[src/design/msx_pkg.sv]
// ============================================================================
// msx_pkg
// Shared types and codes for the MIPS subset execute unit.
// ============================================================================
`default_nettype none

package msx_pkg;

    // Commands carried with each input word
    localparam logic [1:0] CMD_EXEC = 2'd0;
    localparam logic [1:0] CMD_LOAD = 2'd1;
    localparam logic [1:0] CMD_READ = 2'd2;

    // Result status codes
    localparam logic [1:0] ST_OK      = 2'd0;
    localparam logic [1:0] ST_UNKNOWN = 2'd1;
    localparam logic [1:0] ST_BADADDR = 2'd2;
    localparam logic [1:0] ST_DIVZERO = 2'd3;

    // Primary opcodes
    localparam logic [5:0] OP_SPECIAL = 6'h00;
    localparam logic [5:0] OP_ADDI    = 6'h08;
    localparam logic [5:0] OP_ADDIU   = 6'h09;
    localparam logic [5:0] OP_LUI     = 6'h0f;
    localparam logic [5:0] OP_LW      = 6'h23;
    localparam logic [5:0] OP_SW      = 6'h2b;

    // Function codes under OP_SPECIAL
    localparam logic [5:0] FN_MFHI = 6'h10;
    localparam logic [5:0] FN_MFLO = 6'h12;
    localparam logic [5:0] FN_MULT = 6'h18;
    localparam logic [5:0] FN_DIV  = 6'h1a;
    localparam logic [5:0] FN_ADD  = 6'h20;
    localparam logic [5:0] FN_SUB  = 6'h22;

    // Register select codes beyond the general file
    localparam logic [5:0] SEL_HI = 6'd32;
    localparam logic [5:0] SEL_LO = 6'd33;

    // Register reset values
    localparam logic [4:0]  RF_GP_IDX   = 5'd28;
    localparam logic [4:0]  RF_SP_IDX   = 5'd29;
    localparam logic [31:0] RF_GP_RESET = 32'h0000_1800;
    localparam logic [31:0] RF_SP_RESET = 32'h0000_3ffc;

    typedef enum logic [2:0] {
        S_IDLE,
        S_EXEC,
        S_MEM,
        S_MUL,
        S_DIV,
        S_DONE
    } t_state;

    // Register file write port
    typedef struct packed {
        logic        en;
        logic [4:0]  addr;
        logic [31:0] data;
    } t_rf_wr;

    // Routing decided while decoding
    typedef struct packed {
        logic mem_rd;
        logic mul;
        logic div;
    } t_route;

    // One result word
    typedef struct packed {
        logic [31:0] read_value;
        logic [13:0] mem_byte_address;
        logic        mem_written;
        logic [31:0] written_value;
        logic [5:0]  dest_reg;
        logic        reg_written;
        logic [1:0]  status;
    } t_result;

    function automatic logic [31:0] rf_reset_value(input logic [4:0] idx);
        logic [31:0] v;
        v = '0;
        if (idx == RF_GP_IDX) v = RF_GP_RESET;
        if (idx == RF_SP_IDX) v = RF_SP_RESET;
        return v;
    endfunction

endpackage

`default_nettype wire

[src/design/msx_regfile.sv]
// ============================================================================
// msx_regfile
// 32 x 32 general register file: two registered read ports, one write port,
// per-entry valid bits so unwritten entries read as their reset values.
// ============================================================================
`default_nettype none

module msx_regfile (
    input  wire logic                i_clk,
    input  wire logic                i_rst_n,
    input  wire logic                i_rd_en,
    input  wire logic [4:0]          i_rd_a_addr,
    input  wire logic [4:0]          i_rd_b_addr,
    input  wire msx_pkg::t_rf_wr     i_wr,
    output logic [31:0]              o_rd_a,
    output logic [31:0]              o_rd_b
);
    import msx_pkg::*;

    logic [31:0] r_mem [32];
    logic [31:0] r_valid;
    logic [31:0] r_qa, r_qb;
    logic [4:0]  r_aa, r_ab;
    logic        r_va, r_vb;

    // storage and registered reads
    always_ff @(posedge i_clk) begin
        if (i_wr.en) begin
            r_mem[i_wr.addr] <= i_wr.data;
        end
        if (i_rd_en) begin
            r_qa <= r_mem[i_rd_a_addr];
            r_qb <= r_mem[i_rd_b_addr];
            r_aa <= i_rd_a_addr;
            r_ab <= i_rd_b_addr;
        end
    end

    // valid bits, cleared at reset
    always_ff @(posedge i_clk) begin
        if (!i_rst_n) begin
            r_valid <= '0;
            r_va    <= 1'b0;
            r_vb    <= 1'b0;
        end else begin
            if (i_wr.en) begin
                r_valid[i_wr.addr] <= 1'b1;
            end
            if (i_rd_en) begin
                r_va <= r_valid[i_rd_a_addr];
                r_vb <= r_valid[i_rd_b_addr];
            end
        end
    end

    assign o_rd_a = r_va ? r_qa : rf_reset_value(r_aa);
    assign o_rd_b = r_vb ? r_qb : rf_reset_value(r_ab);

endmodule

`default_nettype wire

[config.mk]
export PLATFORM = sky130hd
export DESIGN_NAME = msx_regfile
export DESIGN_NICKNAME = d
export VERILOG_FILES = /design/src/design/msx_pkg.sv /design/src/design/msx_regfile.sv
export SDC_FILE = /design/constraint.sdc
export NUM_CORES = 1
export LEC_CHECK = 0
export CORE_ASPECT_RATIO = 1.2
export CORE_UTILIZATION = 44
export CTS_CLUSTER_DIAMETER = 100
export DETAILED_ROUTE_END_ITERATION = 6
export DONT_BUFFER_PORTS = 1
export MAX_ROUTING_LAYER = met4
export PLACE_DENSITY = 0.61
export SYNTH_ARGS = -nofsm -noshare
export SYNTH_HDL_FRONTEND = slang
export SYNTH_SLANG_ARGS = --single-unit
[constraint.sdc]
create_clock -name i_clk -period 3 [get_ports i_clk]
set_clock_uncertainty 0.2 [all_clocks]
set_input_delay 0 -clock i_clk [delete_from_list [all_inputs] [get_ports i_clk]]
set_output_delay 0 -clock i_clk [all_outputs]
set_load 0.01 [all_outputs]
==> impl_metrics.tcl <==
set metrics [dict create \
    status "finished with violations" \
    violations "negative setup slack" \
    grt_pass1_vias 29780 \
    worstPathArrival_ps 3310 \
    cp_max_fo 199 \
    grt_pass1_wl_mm 214.7 \
    gr-usage-all-layers_pct 26.85 \
    synth_most_common_cell "edfxtp_1" \
    first_pass_iters 5 \
    muxShareOfSynthArea_pct 30.24 \
    core_area_mm2 0.1149 \
    synth_seq_cells 1132 \
    syn_nets 2296 \
    grtUsageMet1_pct 34.80 \
    synth_warnings 0 \
    grt_most_used_layer "met2" \
    place_inst 3655 \
    drc_errors 0 \
    place_congestion 0.7809 \
    mappedNetlistArea_mm2 0.05111 \
    clockBufferDepth 3 \
    synth_top_area_share_pct 64.51 \
    fmax_mhz 325.7 \
    setup_tns_ps -666.4 \
    cts_tree "done" \
    end_kind "flop" \
    switching_share_pct 21.59 \
    synthSimpleGateAreaFrac_pct 1.412 \
    avgSynthCellArea_um2 22.77 \
    worst-setup-path-type "in -> reg" \
    hpwl_mm 70.58 \
    final_layout_size_suffix_gt1_share_pct 35.36 \
    placementRows 136 \
    clk-insertion-delay-late_ps 730 \
    finalCritPeriodShare_pct 102.3 \
    fin_cells 4283 \
    max_cap_viol_count 0 \
    numCtsBuffers 113 \
    synthXorXnorAreaFrac_pct 0 \
    grt_max_degree 200 \
    numPortBuffers 0 \
    holdCritPathClass "in -> reg" \
    met2_usage_pct 43.96 \
    wirelength_mm 151.2 \
    nets 2716 \
    async_reset_ff_share_pct 0 \
    power.total_w 0.03469 \
    htreeDepth 3 \
    antenna_found_initial 10 \
    die_height_um 375.4 \
    clk_pin_slew_worst_paths_ps 60 \
    p_leak_nw 19.27 \
    synth_fa_ha_area_share_pct 0 \
    synth_cells 2245 \
    synth.distinct_cells 30 \
    yosys.area.top_type "edfxtp_1" \
    clock-root-buffer "clkbuf_16" \
    synthToLayoutAreaGrowth_pct 19.58 \
    p_per_area_mw_per_mm2 567.6 \
    ir_drop_mv 0.5105 \
    drt_iter0_drc 3383 \
    cts_num_sinks 1132 \
    fillCellCount 8731 \
    p_int_w 0.02720 \
    seq_area_frac_synth_pct 65.84 \
    p_comb_share_pct 8.4 \
    p_seq_share_pct 51.3 \
    place_ws_ps 734.2 \
    rsz0062_at_grt "false" \
    viasPerCell 6.507 \
    grt-ovfl-total 0 \
    synth_ff_type "edfxtp_1" \
    tightest_slew_ps 1193 \
    slew_headroom_pct 20.24 \
    ys_top_cells_by_count "1098 x edfxtp_1, 640 x mux4_2, 88 x clkbuf_1, 64 x mux2_2, 45 x buf_2" \
    num_vias 27870 \
    pwr-share-clk_pct 40.4 \
    period_needed_ps 3070 \
    drv_slew 0 \
    synth-compound-area-share_pct 0.9277 \
    wire_per_inst_um 35.30 \
    ant_nets 0 \
    required_ps 3240 \
    synth_top_family_by_area "multiplexers" \
    use_met3_pct 4.071 \
    die_w_um 313.1 \
    setup_violations 20 \
    yosys-top-cells-area "edfxtp_1 65%, mux4_2 28%, mux2_2 1.4%" \
    hold_violations 0 \
    start_util_pct 44.50 \
    top_level_ports 115 \
    synth_edf_count 1098 \
    cp-start-kind "primary input" \
    p_switching_w 0.007491 \
    setup_slack_ps -70.16 \
    die_area_mm2 0.1175 \
]
-- stage by stage --
stage | utilization, % | hold slack, ps | instance area (um2)
4_1_cts | 53.18 | 1.744 | 61080
3_5_place_dp | 46.23 | -99.71 | 53100
2_1_floorplan | - | -101.1 | 51110
3_3_place_gp | 46.23 | -99.31 | 53100
5_1_grt | 53.21 | 56.63 | 61120
6_report | 53.21 | 8.056 | 61120
-- cell usage in the layout, fill, tap and decap left out, types with 8 or more instances in the layout --
| master | count |
|---|---|
| o21a_1 | 32 |
| bufinv_16 | 8 |
| and2_1 | 43 |
| diode_2 | 8 |
| nand2_1 | 32 |
| mux4_2 | 640 |
| a21o_1 | 14 |
| buf_4 | 44 |
| nand3_1 | 10 |
| clkbuf_16 | 117 |
| nor2_4 | 32 |
| clkinv_1 | 15 |
| clkinv_2 | 19 |
| mux2_2 | 64 |
| buf_12 | 20 |
| mux2i_1 | 32 |
| clkbuf_1 | 35 |
| buf_16 | 11 |
| dfxtp_1 | 32 |
| dlygate4sd3_1 | 396 |
| edfxtp_1 | 1098 |
-- registers in the layout (all words and copies together) (netlist names) --
name	flops
r_mem	1024
r_qa	32
r_qb	32
r_valid	32
r_aa	5
r_ab	5
r_va	1
r_vb	1
-- timing repair --
action / in CTS / in global routing
setup endpoints to repair: 2 / 17
setup buffers: 0 / 0
gates resized for setup: 1 / 3
endpoints found under the hold margin: 2159 / 1
hold buffers: 411 / 1
cloned: 0 / 1
-- final timing paths --
path	cells past startpoint	slack [ps]	start	to
max reg2reg	4	290	r_mem[31][16]	r_qb[16]
min reg2reg	1	290	r_valid[0]	r_valid[0]
min	2	8	i_rd_a_addr[0]	r_aa[0]
max	5	-70	i_rd_b_addr[0]	r_qb[24]
-- final cells by class --
type / count / area [um2] / share of cell area, %
clock inverters: 49 / 484.2 / 0.7922
flip-flops and latches: 1132 / 33650 / 55.06
repair buffers: 473 / 5037 / 8.242
multi-input cells: 945 / 16890 / 27.64
diodes: 8 / 20.02 / 0.03275
well taps: 1518 / 1899 / 3.108
clock buffers: 158 / 3131 / 5.122
-- power groups by stage --
stage          Combinational [W]  Clock [W]  Sequential [W]
2_1_floorplan            0.00176          0          0.0181
3_3_place_gp             0.00171          0          0.0181
3_5_place_dp             0.00173          0          0.0181
4_1_cts                  0.00288     0.0142          0.0178
5_1_grt                  0.00303     0.0147          0.0178
6_report                 0.00290     0.0140          0.0178
-- critical path, stage by stage --
cell	delay, ps
dlygate4sd3_1	1090
buf_8	580
mux4_2	590
mux4_2	500
mux2_2	280
-- metal layers --
| metal | up-vias | part of all wire [%] |
|---|---|---|
| li1 | 10820 | - |
| met1 | 15370 | 38 |
| met4 | 0 | 2.8 |
| met5 | - | 0 |
| met2 | 1422 | 51 |
| met3 | 255 | 8.2 |
-- kinds of logic after synthesis --
group                  count (synthesis)
AOI/OAI and AO/OA                     66
buffers and inverters                168
DFF                                 1132
muxes                                736
and+or+nand+nor                      143
No activity file was read; power rests on OpenSTA's default activity.
