$ cat src/design/msx_div.sv
// ============================================================================
// msx_div
// Signed 32-bit divider, restoring, one quotient bit per cycle.
// ============================================================================
`default_nettype none

module msx_div (
    input  wire logic        i_clk,
    input  wire logic        i_rst_n,
    input  wire logic        i_start,
    input  wire logic [31:0] i_dividend,
    input  wire logic [31:0] i_divisor,
    output logic             o_done,
    output logic [31:0]      o_quo,
    output logic [31:0]      o_rem
);
    logic [32:0] r_rem;
    logic [31:0] r_quo;
    logic [31:0] r_mb;
    logic        r_na, r_nq;
    logic [5:0]  r_cnt;
    logic        r_busy;
    logic [32:0] rem_sh;
    logic [32:0] rem_sub;

    // one shift-subtract step
    assign rem_sh  = {r_rem[31:0], r_quo[31]};
    assign rem_sub = rem_sh - {1'b0, r_mb};

    always_ff @(posedge i_clk) begin
        if (i_start) begin
            r_rem <= '0;
            r_quo <= i_dividend[31] ? (32'd0 - i_dividend) : i_dividend;
            r_mb  <= i_divisor[31] ? (32'd0 - i_divisor) : i_divisor;
            r_na  <= i_dividend[31];
            r_nq  <= i_dividend[31] ^ i_divisor[31];
        end else if (r_busy && r_cnt != '0) begin
            if (!rem_sub[32]) begin
                r_rem <= rem_sub;
                r_quo <= {r_quo[30:0], 1'b1};
            end else begin
                r_rem <= rem_sh;
                r_quo <= {r_quo[30:0], 1'b0};
            end
        end
    end

    // step control
    always_ff @(posedge i_clk) begin
        if (!i_rst_n) begin
            r_busy <= 1'b0;
            r_cnt  <= '0;
        end else if (i_start) begin
            r_busy <= 1'b1;
            r_cnt  <= 6'd32;
        end else if (r_busy) begin
            if (r_cnt == '0) begin
                r_busy <= 1'b0;
            end else begin
                r_cnt <= r_cnt - 6'd1;
            end
        end
    end

    assign o_done = r_busy && (r_cnt == '0);
    assign o_quo  = r_nq ? (32'd0 - r_quo) : r_quo;
    assign o_rem  = r_na ? (32'd0 - r_rem[31:0]) : r_rem[31:0];

endmodule

`default_nettype wire

$ cat config.mk
export PLATFORM = sky130hd
export DESIGN_NAME = msx_div
export DESIGN_NICKNAME = d
export VERILOG_FILES = /design/src/design/msx_div.sv
export SDC_FILE = /design/constraint.sdc
export NUM_CORES = 1
export LEC_CHECK = 0
export BUFFER_PORTS_ARGS = -buffer_cell sky130_fd_sc_hd__buf_2
export CAP_MARGIN = 10
export CORE_MARGIN = 2
export CORE_UTILIZATION = 50
export CTS_BUF_LIST = sky130_fd_sc_hd__clkbuf_4 sky130_fd_sc_hd__clkbuf_8 sky130_fd_sc_hd__clkbuf_16
export CTS_CLUSTER_DIAMETER = 150
export DETAILED_ROUTE_END_ITERATION = 8
export GPL_TIMING_DRIVEN = 0
export HOLD_SLACK_MARGIN = 0.05
export PLACE_DENSITY_LB_ADDON = 0.25
export SYNTH_ARGS = -nofsm -noshare
export SYNTH_HDL_FRONTEND = slang
export SYNTH_SLANG_ARGS = --single-unit
$ cat constraint.sdc
create_clock -name i_clk -period 6 [get_ports i_clk]
set_input_delay 0.9 -clock i_clk [delete_from_list [all_inputs] [get_ports i_clk]]
set_output_delay 0.9 -clock i_clk [all_outputs]
set_load 0.05 [all_outputs]
==> reports/qor.txt, run 1 <==
Status: complete, no violations
Post-CTS resize count: 0
Total of max-cap violations: 0
CTS H-tree lvls: 3
Grt total ovfl: 0
Syn Area/Cell: 8.44 µm²
Comb power frac: 40.9%
Final Hold Viols: 0
Number of global-route vias before repair: 7,129
CP Launch Type: register
Fmax: 208 MHz
CTS Hold Bufs: 0
Dpl cell area: 9330 µm²
Sw power: 1.07 mW
Register area share after synthesis: 32.9%
TritonCTS clock tree: built
WL/cell: 16.8 µm
Placed insts: 1,346
Synth Register Bits: 105
Post-synth top flop: edfxtp_1
Clock transition at path regs: 0.08 ns
Root buf cell: clkbuf_16
DIE HEIGHT: 134 µm
Gpl congestion: 0.890
Hold WC Path Type: reg2reg
Sw Ratio: 42.7%
DRC: 0
Async S/R FF share, synth: 0%
Worst Path Required: 5.10 ns
Type of the worst setup path: reg2out
Slew at the pin closest to its max-slew limit: 0.867 ns
DR pass1 iterations: 5
Syn nets: 1,101
Vias: 7,894
Leakage power: 3.85 nW
Clk sinks: 105
Post-DP HPWL: 17,900 µm
Yosys warning count: 0
Sequential Power Share: 35.9%
Peak VDD IR: 0.161 mV
Core Box Area: 16,500 µm²
Final WL: 22,900 µm
Clock Latency Late Sink: 0.36 ns
Final Max Tran Viols: 0
Initial DRC Count: 687
Die X: 134 µm
Clock share of power: 23.2%
Post-synth EDFFs: 66
CP arrival: 3.91 ns
Total track usage: 25.4%
Area growth, synth to finish: 14.7%
Antenna-violating nets left: 0
IO Pins: 132
Pwr Density: 259 nW/µm²
Initial core utilization: 50.8%
Setup TNS: 0 ns
Commonest cells after routing, fill and taps aside: 131 x buf_2, 105 x nand2_1, 105 x xnor2_1, 76 x o21ai_0, 72 x nor2_1
Global-route wire length before repair: 36,400 µm
Inserted Clock Buffers: 9
Slew HR: 41.5%
Fin area: 9640 µm²
Fill count: 1,493
Row count: 47
Largest net degree at the start of global routing: 37
RSZ-0062 raised after global routing: no
Fin crit share: 80.1%
Antenna violations before repair: 0
Post-Layout Cell Count: 1,363
Layout cells sized above 1: 13.9%
Netlist cell types: 61
# nets final: 1,244
Synth Cell Area: 8400 µm²
Setup bufs post-CTS: 0
Die area: 17,900 µm²
Port bufs: 131
DR vias/cell: 5.79
Commonest non-fill, non-tap cell in the layout: buf_2
Util after Layout: 58.3%
Setup Skew: 0.00414 ns
Worst-case clock buffer depth: 2
CP max FO: 5
Diode count: 0
Final min period: 4.81 ns
Cells after Synth: 995
Final setup viols: 0
Internal: 1.43 mW
Crit end category: output port
==> cell usage after synthesis, types with 30 or more instances <==
cell	n	area, µm²
a21oi_1	60	300
clkbuf_1	41	154
dfxtp_1	39	781
edfxtp_1	66	1980
ha_1	38	475
inv_1	51	191
nand2_1	105	394
nor2_1	72	270
o21ai_0	76	380
o31ai_1	30	225
xnor2_1	105	920
xor2_1	45	394
==> through the flow <==
step | setup slack (ns) | hold WS (ns) | total power, mW
after floorplan | 1.56 | 0.484 | 1.66
after global placement | 1.59 | 0.499 | 1.91
after detailed placement | 1.55 | 0.501 | 1.92
after CTS | 1.14 | 0.512 | 2.49
after global routing | 0.811 | 0.549 | 2.61
final | 1.19 | 0.511 | 2.50
==> power groups by stage <==
stage	clock (mW)	combinational [mW]	sequential [mW]
2_1_floorplan	0	0.772	0.893
3_3_place_gp	0	1.00	0.910
3_5_place_dp	0	1.01	0.912
4_1_cts	0.584	1.02	0.895
5_1_grt	0.612	1.10	0.904
6_report	0.579	1.02	0.897
==> final timing paths <==
| path | start | cells after the start | slack, ns | end |
|---|---|---|---|---|
| max | r_quo[6] | 9 | 1.19 | o_quo[31] |
| min | r_cnt[1] | 2 | 0.51 | r_cnt[1] |
| max reg2reg | r_quo[31] | 13 | 1.50 | r_rem[3] |
| min reg2reg | r_cnt[1] | 2 | 0.51 | r_cnt[1] |
==> routing by layer <==
layer  vias to the layer above  part of all wire (%)  GRT usage, %
li1                       3918                     -             -
met1                      3681                    45          34.3
met2                       268                    47          42.5
met3                        27                   5.8          3.12
met4                         0                   2.2          8.39
met5                         -                     0             0
==> sequential cells by signal (all words and copies together), names as in the netlist <==
name	count
r_mb	32
r_quo	32
r_rem	32
r_cnt	6
r_busy	1
r_na	1
r_nq	1
==> layout make-up <==
class	instances	area (µm²)	area share (%)
clock inverters	7	52.6	0.545
plain buffers	49	191	1.99
repair buffers	132	683	7.09
flip-flops and latches	105	2760	28.7
clock buffers	9	225	2.34
inverters	51	191	1.99
multi-input cells	790	5260	54.5
well taps	220	275	2.86
==> cells by family after synthesis <==
| kind of cell | after synthesis | share of synthesized area (%) |
|---|---|---|
| AOI/OAI and AO/OA | 259 | 20.1 |
| muxes | 11 | 1.31 |
| buffers and inverters | 100 | 4.56 |
| and+or+nand+nor | 331 | 19.6 |
| xor gates and xnor gates | 150 | 15.6 |
| adders and majority gates | 39 | 5.90 |
| DFF | 105 | 32.9 |
==> critical path, cell delays in order (launching register included) <==
cell,delay [ns]
edfxtp_1,0.44
nor4_1,0.39
nand2_1,0.16
or4_1,0.49
or3_1,0.39
or3_1,0.34
o41ai_1,0.72
nand2_1,0.17
xnor2_1,0.18
buf_2,0.28
Power figures use the tool's default switching activity.
==> run 2: changes to the inputs <==
ABC_AREA = 1   (was default)
clock period = 4.2 ns   (was 6 ns; I/O delays follow)
==> run 2 against run 1 <==
Against the previous run: critical path depth stayed put; non-clock buffer count is 18 lower; count of clock-buffer cells in the layout is 1 higher; register-to-register slack worse by 0.68 ns; die area is 19% higher; clock power is 53% higher; worst setup slack worse by 0.71 ns; power is 26% higher; via count is 30% higher; sequential power is 38% higher; sequential share of layout area is 4.3 points lower; critical path type unchanged; largest power group is now registers; highest routed layer is now met5.
==> reports/qor.txt, run 2 <==
Clk sinks: 105 (unchanged)
Area growth, synth to finish: 13.1% (was 14.7%)
Inserted Clock Buffers: 9 (unchanged)
Crit end category: output port (unchanged)
Final min period: 3.71 ns
Final Max Tran Viols: 0 (unchanged)
Post-CTS resize count: 0 (unchanged)
Register area share after synthesis: 27.6% (was 32.9%)
Syn nets: 1,702 (was 1,101)
Antenna-violating nets left: 0 (unchanged)
Sequential Power Share: 39.5% (was 35.9%)
DIE HEIGHT: 146 µm (was 134 µm)
Worst Path Required: 3.57 ns (was 5.10 ns)
Critical path cell sequence: inv_1, ha_1, inv_1, nor2_1, nand3_1, o41ai_1, nand3_1, nand2_1, buf_2 (was nor4_1, nand2_1, or4_1, or3_1, or3_1, o41ai_1, nand2_1, xnor2_1, buf_2)
Flop2flop setup slack: 0.82 ns (was 1.50 ns)
Min-Delay Startpoint: i_divisor[0] (was r_cnt[1])
CP max FO: 5 (unchanged)
Comb power frac: 32.3% (was 40.9%)
Commonest non-fill, non-tap cell in the layout: nand2_1 (was buf_2)
Clock share of power: 28.2% (was 23.2%)
Vias: 10,300 (was 7,894)
Number of global-route vias before repair: 9,911 (was 7,129)
Global-route wire length before repair: 48,100 µm (was 36,400 µm)
Clock transition at path regs: 0.08 ns (about the same)
Largest regs: r_mb: 32 flops, r_quo: 32 flops, r_rem: 32 flops (unchanged)
RSZ-0062 raised after global routing: no (unchanged)
Post-synth EDFFs: 66 (unchanged)
Internal: 1.89 mW (was 1.43 mW)
Worst setup endpoint: o_rem[28] (was o_quo[31])
Yosys top cell area share: 19.8% (was 23.6%)
Fin area: 11,300 µm² (was 9640 µm²)
Top-count cell post-synth: nand2_1
Post-Layout Cell Count: 2,013 (was 1,363)
Root buf cell: clkbuf_16 (unchanged)
Antenna violations before repair: 8 (was 0)
CP arrival: 3.08 ns (was 3.91 ns)
Total track usage: 28.3% (was 25.4%)
# nets final: 1,844 (was 1,244)
Synth Cell Area: 10,000 µm² (was 8400 µm²)
Gpl congestion: 0.959 (was 0.890)
Fin crit share: 88.4%
Setup Skew: 0.0105 ns (was 0.00414 ns)
Initial core utilization: 51.1% (was 50.8%)
Clock Latency Late Sink: 0.37 ns (was 0.36 ns)
Placed insts: 1,992 (was 1,346)
Reg-to-Reg End: r_quo[20] (was r_rem[3])
Port bufs: 130 (was 131)
Worst Reg-to-Reg Cells: 9 (was 13)
Setup TNS: 0 ns (unchanged)
WHS: 0.462 ns (was 0.511 ns)
Sw power: 1.25 mW (was 1.07 mW)
Die X: 146 µm (was 134 µm)
Main area contributors after synthesis: edfxtp_1 20%, nand2_1 20%, inv_1 11% (was edfxtp_1 24%, xnor2_1 11%, dfxtp_1 9.3%)
Core Box Area: 19,600 µm² (was 16,500 µm²)
Util after Layout: 57.9% (was 58.3%)
Final Hold Viols: 0 (unchanged)
Cells after Synth: 1,596 (was 995)
Reg2Reg Launch Point: r_cnt[0] (was r_quo[31])
Worst Setup Slack, final: 0.486 ns (was 1.19 ns)
Commonest cells after routing, fill and taps aside: 523 x nand2_1, 295 x inv_1, 137 x nor2_1, 131 x buf_2, 117 x nand3_1 (was 131 x buf_2, 105 x nand2_1, 105 x xnor2_1, 76 x o21ai_0, 72 x nor2_1)
Status: complete, no violations (unchanged)
Fmax: 269 MHz
Slowest cell on crit path: o41ai_1 (unchanged)
WL/cell: 14.8 µm (was 16.8 µm)
Top post-synthesis cells by count: 523 x nand2_1, 295 x inv_1, 137 x nor2_1 (was 105 x nand2_1, 105 x xnor2_1, 76 x o21ai_0)
Worst-case clock buffer depth: 2 (unchanged)
Largest net degree at the start of global routing: 36 (was 37)
Setup WS pre-CTS: 0.495 ns (was 1.55 ns)
Post-synth top flop: edfxtp_1 (unchanged)
Fill count: 1,984 (was 1,493)
DR pass1 iterations: 7 (was 5)
Grt total ovfl: 0 (unchanged)
Row count: 51 (was 47)
Final setup viols: 0 (unchanged)
Initial DRC Count: 640 (was 687)
IO Pins: 132 (unchanged)
Peak VDD IR: 0.192 mV (was 0.161 mV)
Die area: 21,200 µm² (was 17,900 µm²)
Buf/Inv on CP: 3 (was 1)
Number of cells on the critical path: 9 (unchanged)
Slew at the pin closest to its max-slew limit: 1.14 ns (was 0.867 ns)
Slew HR: 22.9% (was 41.5%)
Yosys warning count: 0 (unchanged)
Layout cells sized above 1: 11.0% (was 13.9%)
Type of the worst setup path: reg2out (unchanged)
Total of max-cap violations: 0 (unchanged)
Setup bufs post-CTS: 0 (unchanged)
Final WL: 29,800 µm (was 22,900 µm)
DRC: 0 (unchanged)
CTS Hold Bufs: 0 (unchanged)
Dpl cell area: 11,000 µm² (was 9330 µm²)
Post-DP HPWL: 24,500 µm (was 17,900 µm)
CTS H-tree lvls: 3 (unchanged)
Top cell type by total area after synthesis: edfxtp_1 (unchanged)
Hold WC Path Type: in2reg (was reg2reg)
TritonCTS clock tree: built (unchanged)
Cell family with most CP delay: compound AO/OA/AOI/OAI gates (was simple AND/OR/NAND/NOR gates)
CP peak stage delay: 0.99 ns (was 0.72 ns)
Pwr Density: 277 nW/µm² (was 259 nW/µm²)
Syn Area/Cell: 6.28 µm² (was 8.44 µm²)
Pwr Total: 3.14 mW (was 2.50 mW)
Leakage power: 6.20 nW (was 3.85 nW)
Netlist cell types: 47 (was 61)
Worst setup startpoint: r_rem[0] (was r_quo[6])
DR vias/cell: 5.10 (was 5.79)
Sw Ratio: 39.8% (was 42.7%)
CP Launch Type: register (unchanged)
Synth Register Bits: 105 (unchanged)
Async S/R FF share, synth: 0% (unchanged)
## run 2: cell types whose count changed in the layout (fill, tap and decap cells not counted), moves of 18 or more
cell / before / now
or3_1: 27 / 0
xor2_1: 45 / 86
o31ai_1: 30 / 4
nor2_1: 72 / 137
nand2_1: 105 / 523
nand4_1: 4 / 26
nand3_1: 29 / 117
or4_1: 18 / 0
a21oi_1: 60 / 32
clkbuf_1: 41 / 21
xnor2_1: 105 / 29
inv_1: 51 / 295
## run 2: power groups by stage
stage                     logic, mW  registers (mW)  clock network, mW
after floorplan               0.730            1.25                  0
after global placement        0.994            1.26                  0
after detailed placement       1.00            1.26                  0
after CTS                      1.01            1.24              0.892
after global routing           1.10            1.25              0.919
final                          1.01            1.24              0.884
## run 2: worst min path at each step
stage                          end  depth (start not counted)
after CTS                  r_mb[0]                          1
after global placement    r_cnt[0]                          2
after floorplan           r_cnt[0]                          2
final                      r_mb[0]                          1
after detailed placement  r_cnt[0]                          2
after global routing       r_mb[0]                          1
## run 2: routing by layer
metal  part of all wire (%)  global-route usage [%]  wire, µm
met4                    5.0                    15.3      1500
met3                    6.1                    4.58      1830
met1                     42                    33.7     12400
met5                   0.11                       0        32
met2                     47                    49.1     14100
## run 2: cell type report
class / count / area [µm²] / share of cell area [%]
multi-input combinational: 1162 / 5970 / 52.6
sequential: 105 / 2760 / 24.4
inverter: 297 / 1110 / 9.83
timing repair buffer: 131 / 678 / 5.98
tap: 265 / 332 / 2.92
clock buffer: 10 / 233 / 2.05
buffer: 32 / 174 / 1.53
clock inverter: 6 / 62.6 / 0.552
antenna: 5 / 12.5 / 0.110
## run 2: logic make-up after synthesis
group / share of synthesized area (%)
adders and majority gates: 4.95
xor gates and xnor gates: 10.1
AOI/OAI and AO/OA: 7.33
and+or+nand+nor: 37.2
buffers and inverters: 12.9
DFF: 27.6
==> run 3: changes to the inputs <==
RECOVER_POWER = 25   (was default)
SLEW_MARGIN = 10   (was default)
==> run 3 against run 2 <==
Against the previous run: non-clock buffer count unchanged; register-to-register slack got worse by 0.02 ns; highest routed layer unchanged; clock skew decreased by 0.0037 ns.
==> reports/qor.txt, run 3 (same netlist as run 2, synthesis figures left out) <==
Status: complete, no violations (unchanged)
Grt total ovfl: 0 (unchanged)
IO Pins: 132 (unchanged)
Pwr Density: 276 nW/µm² (was 277 nW/µm²)
Post-DP HPWL: 24,500 µm (about the same)
Pwr Total: 3.13 mW (was 3.14 mW)
Setup Skew: 0.00678 ns (was 0.0105 ns)
DRC: 0 (unchanged)
# nets final: 1,844 (unchanged)
Die area: 21,200 µm² (unchanged)
Commonest non-fill, non-tap cell in the layout: nand2_1 (unchanged)
Post-CTS resize count: 0 (unchanged)
DIE HEIGHT: 146 µm (unchanged)
DR vias/cell: 5.13 (was 5.10)
Number of global-route vias before repair: 9,889 (was 9,911)
Comb power frac: 32.4% (was 32.3%)
Worst-case clock buffer depth: 2 (unchanged)
CP arrival: 3.12 ns (was 3.08 ns)
Gpl congestion: 0.959 (unchanged)
Commonest cells after routing, fill and taps aside: 523 x nand2_1, 295 x inv_1, 137 x nor2_1, 127 x buf_2, 117 x nand3_1 (was 523 x nand2_1, 295 x inv_1, 137 x nor2_1, 131 x buf_2, 117 x nand3_1)
Slew at the pin closest to its max-slew limit: 1.15 ns (was 1.14 ns)
Crit end category: output port (unchanged)
Core Box Area: 19,600 µm² (unchanged)
Clock Latency Late Sink: 0.36 ns (was 0.37 ns)
Final min period: 3.75 ns (was 3.71 ns)
Root buf cell: clkbuf_16 (unchanged)
Final setup viols: 0 (unchanged)
Initial core utilization: 51.1% (unchanged)
Clk sinks: 105 (unchanged)
CTS Hold Bufs: 0 (unchanged)
Final WL: 29,600 µm (was 29,800 µm)
Global-route wire length before repair: 47,900 µm (was 48,100 µm)
Fin area: 11,300 µm² (about the same)
Antenna violations before repair: 7 (was 8)
Antenna-violating nets left: 0 (unchanged)
CP max FO: 5 (unchanged)
RSZ-0062 raised after global routing: no (unchanged)
Sw Ratio: 39.7% (was 39.8%)
Clock transition at path regs: 0.08 ns (about the same)
Die X: 146 µm (unchanged)
Clock share of power: 28.0% (was 28.2%)
Setup TNS: 0 ns (unchanged)
CP Launch Type: register (unchanged)
Inserted Clock Buffers: 9 (unchanged)
Total of max-cap violations: 0 (unchanged)
Largest regs: r_mb: 32 flops, r_quo: 32 flops, r_rem: 32 flops (unchanged)
Largest net degree at the start of global routing: 36 (unchanged)
Dpl cell area: 11,000 µm² (unchanged)
DR pass1 iterations: 5 (was 7)
Area growth, synth to finish: 13.1% (about the same)
Final Max Tran Viols: 0 (unchanged)
Vias: 10,300 (about the same)
Setup bufs post-CTS: 0 (unchanged)
Worst Path Required: 3.57 ns (about the same)
Layout cells sized above 1: 10.7% (was 11.0%)
TritonCTS clock tree: built (unchanged)
Slew HR: 22.3% (was 22.9%)
Hold WC Path Type: reg2reg (was in2reg)
Fin crit share: 89.3% (was 88.4%)
Row count: 51 (unchanged)
WL/cell: 14.7 µm (was 14.8 µm)
Port bufs: 130 (unchanged)
Fmax: 267 MHz (was 269 MHz)
Type of the worst setup path: reg2out (unchanged)
Sequential Power Share: 39.7% (was 39.5%)
Final Hold Viols: 0 (unchanged)
Leakage power: 6.18 nW (was 6.20 nW)
Initial DRC Count: 687 (was 640)
Internal: 1.89 mW (about the same)
Peak VDD IR: 0.197 mV (was 0.192 mV)
Sw power: 1.24 mW (was 1.25 mW)
CTS H-tree lvls: 3 (unchanged)
Total track usage: 28.2% (was 28.3%)
==> run 3: per-stage QoR <==
| step | worst slack (ns) | hold WS [ns] | util (%) | cells |
|---|---|---|---|---|
| 2_1_floorplan | 1.18 | 0.445 | - | 1596 |
| 3_3_place_gp | 0.215 | 0.455 | 56.2 | 1991 |
| 3_5_place_dp | 0.429 | 0.457 | 56.3 | 1992 |
| 4_1_cts | 0.445 | 0.460 | 57.8 | 2008 |
| 5_1_grt | 0.246 | 0.482 | 57.8 | 2009 |
| 6_report | 0.448 | 0.472 | 57.8 | 2012 |
==> run 3: final cells by class <==
cell class / count / area, µm²
fillers: 1978 / 8260
multi-input cells: 1162 / 5970
flip-flops and latches: 105 / 2760
inverters: 297 / 1110
repair buffers: 131 / 673
well taps: 265 / 332
clock buffers: 10 / 233
plain buffers: 32 / 174
clock inverters: 6 / 62.6
diodes: 4 / 10.0
==> run 3: power by group through the flow <==
stage	logic [mW]	registers (mW)	clock network, mW
2_1_floorplan	0.730	1.25	0
3_3_place_gp	0.994	1.26	0
3_5_place_dp	1.00	1.26	0
4_1_cts	1.01	1.24	0.881
5_1_grt	1.10	1.25	0.924
6_report	1.01	1.24	0.876
==> run 3: final timing paths <==
kind,slack (ns),depth (start not counted),endpoint,startpoint
max,0.45,9,o_rem[28],r_rem[0]
min,0.47,2,r_cnt[0],r_cnt[0]
max reg2reg,0.80,9,r_quo[1],r_cnt[0]
min reg2reg,0.47,2,r_cnt[0],r_cnt[0]
==> run 3: metal layers <==
metal	track usage [%]	wire length, µm
met1	33.7	12200
met2	48.7	13900
met3	5.49	1970
met4	13.4	1440
met5	0	34
==> run 3: worst max-delay path, cell delays in order, from the launching register on <==
cell and delay (ns):
dfxtp_1 0.36, inv_1 0.14, ha_1 0.19, inv_1 0.07, nor2_1 0.17, nand3_1 0.28
o41ai_1 1.00, nand3_1 0.15, nand2_1 0.13, buf_2 0.26
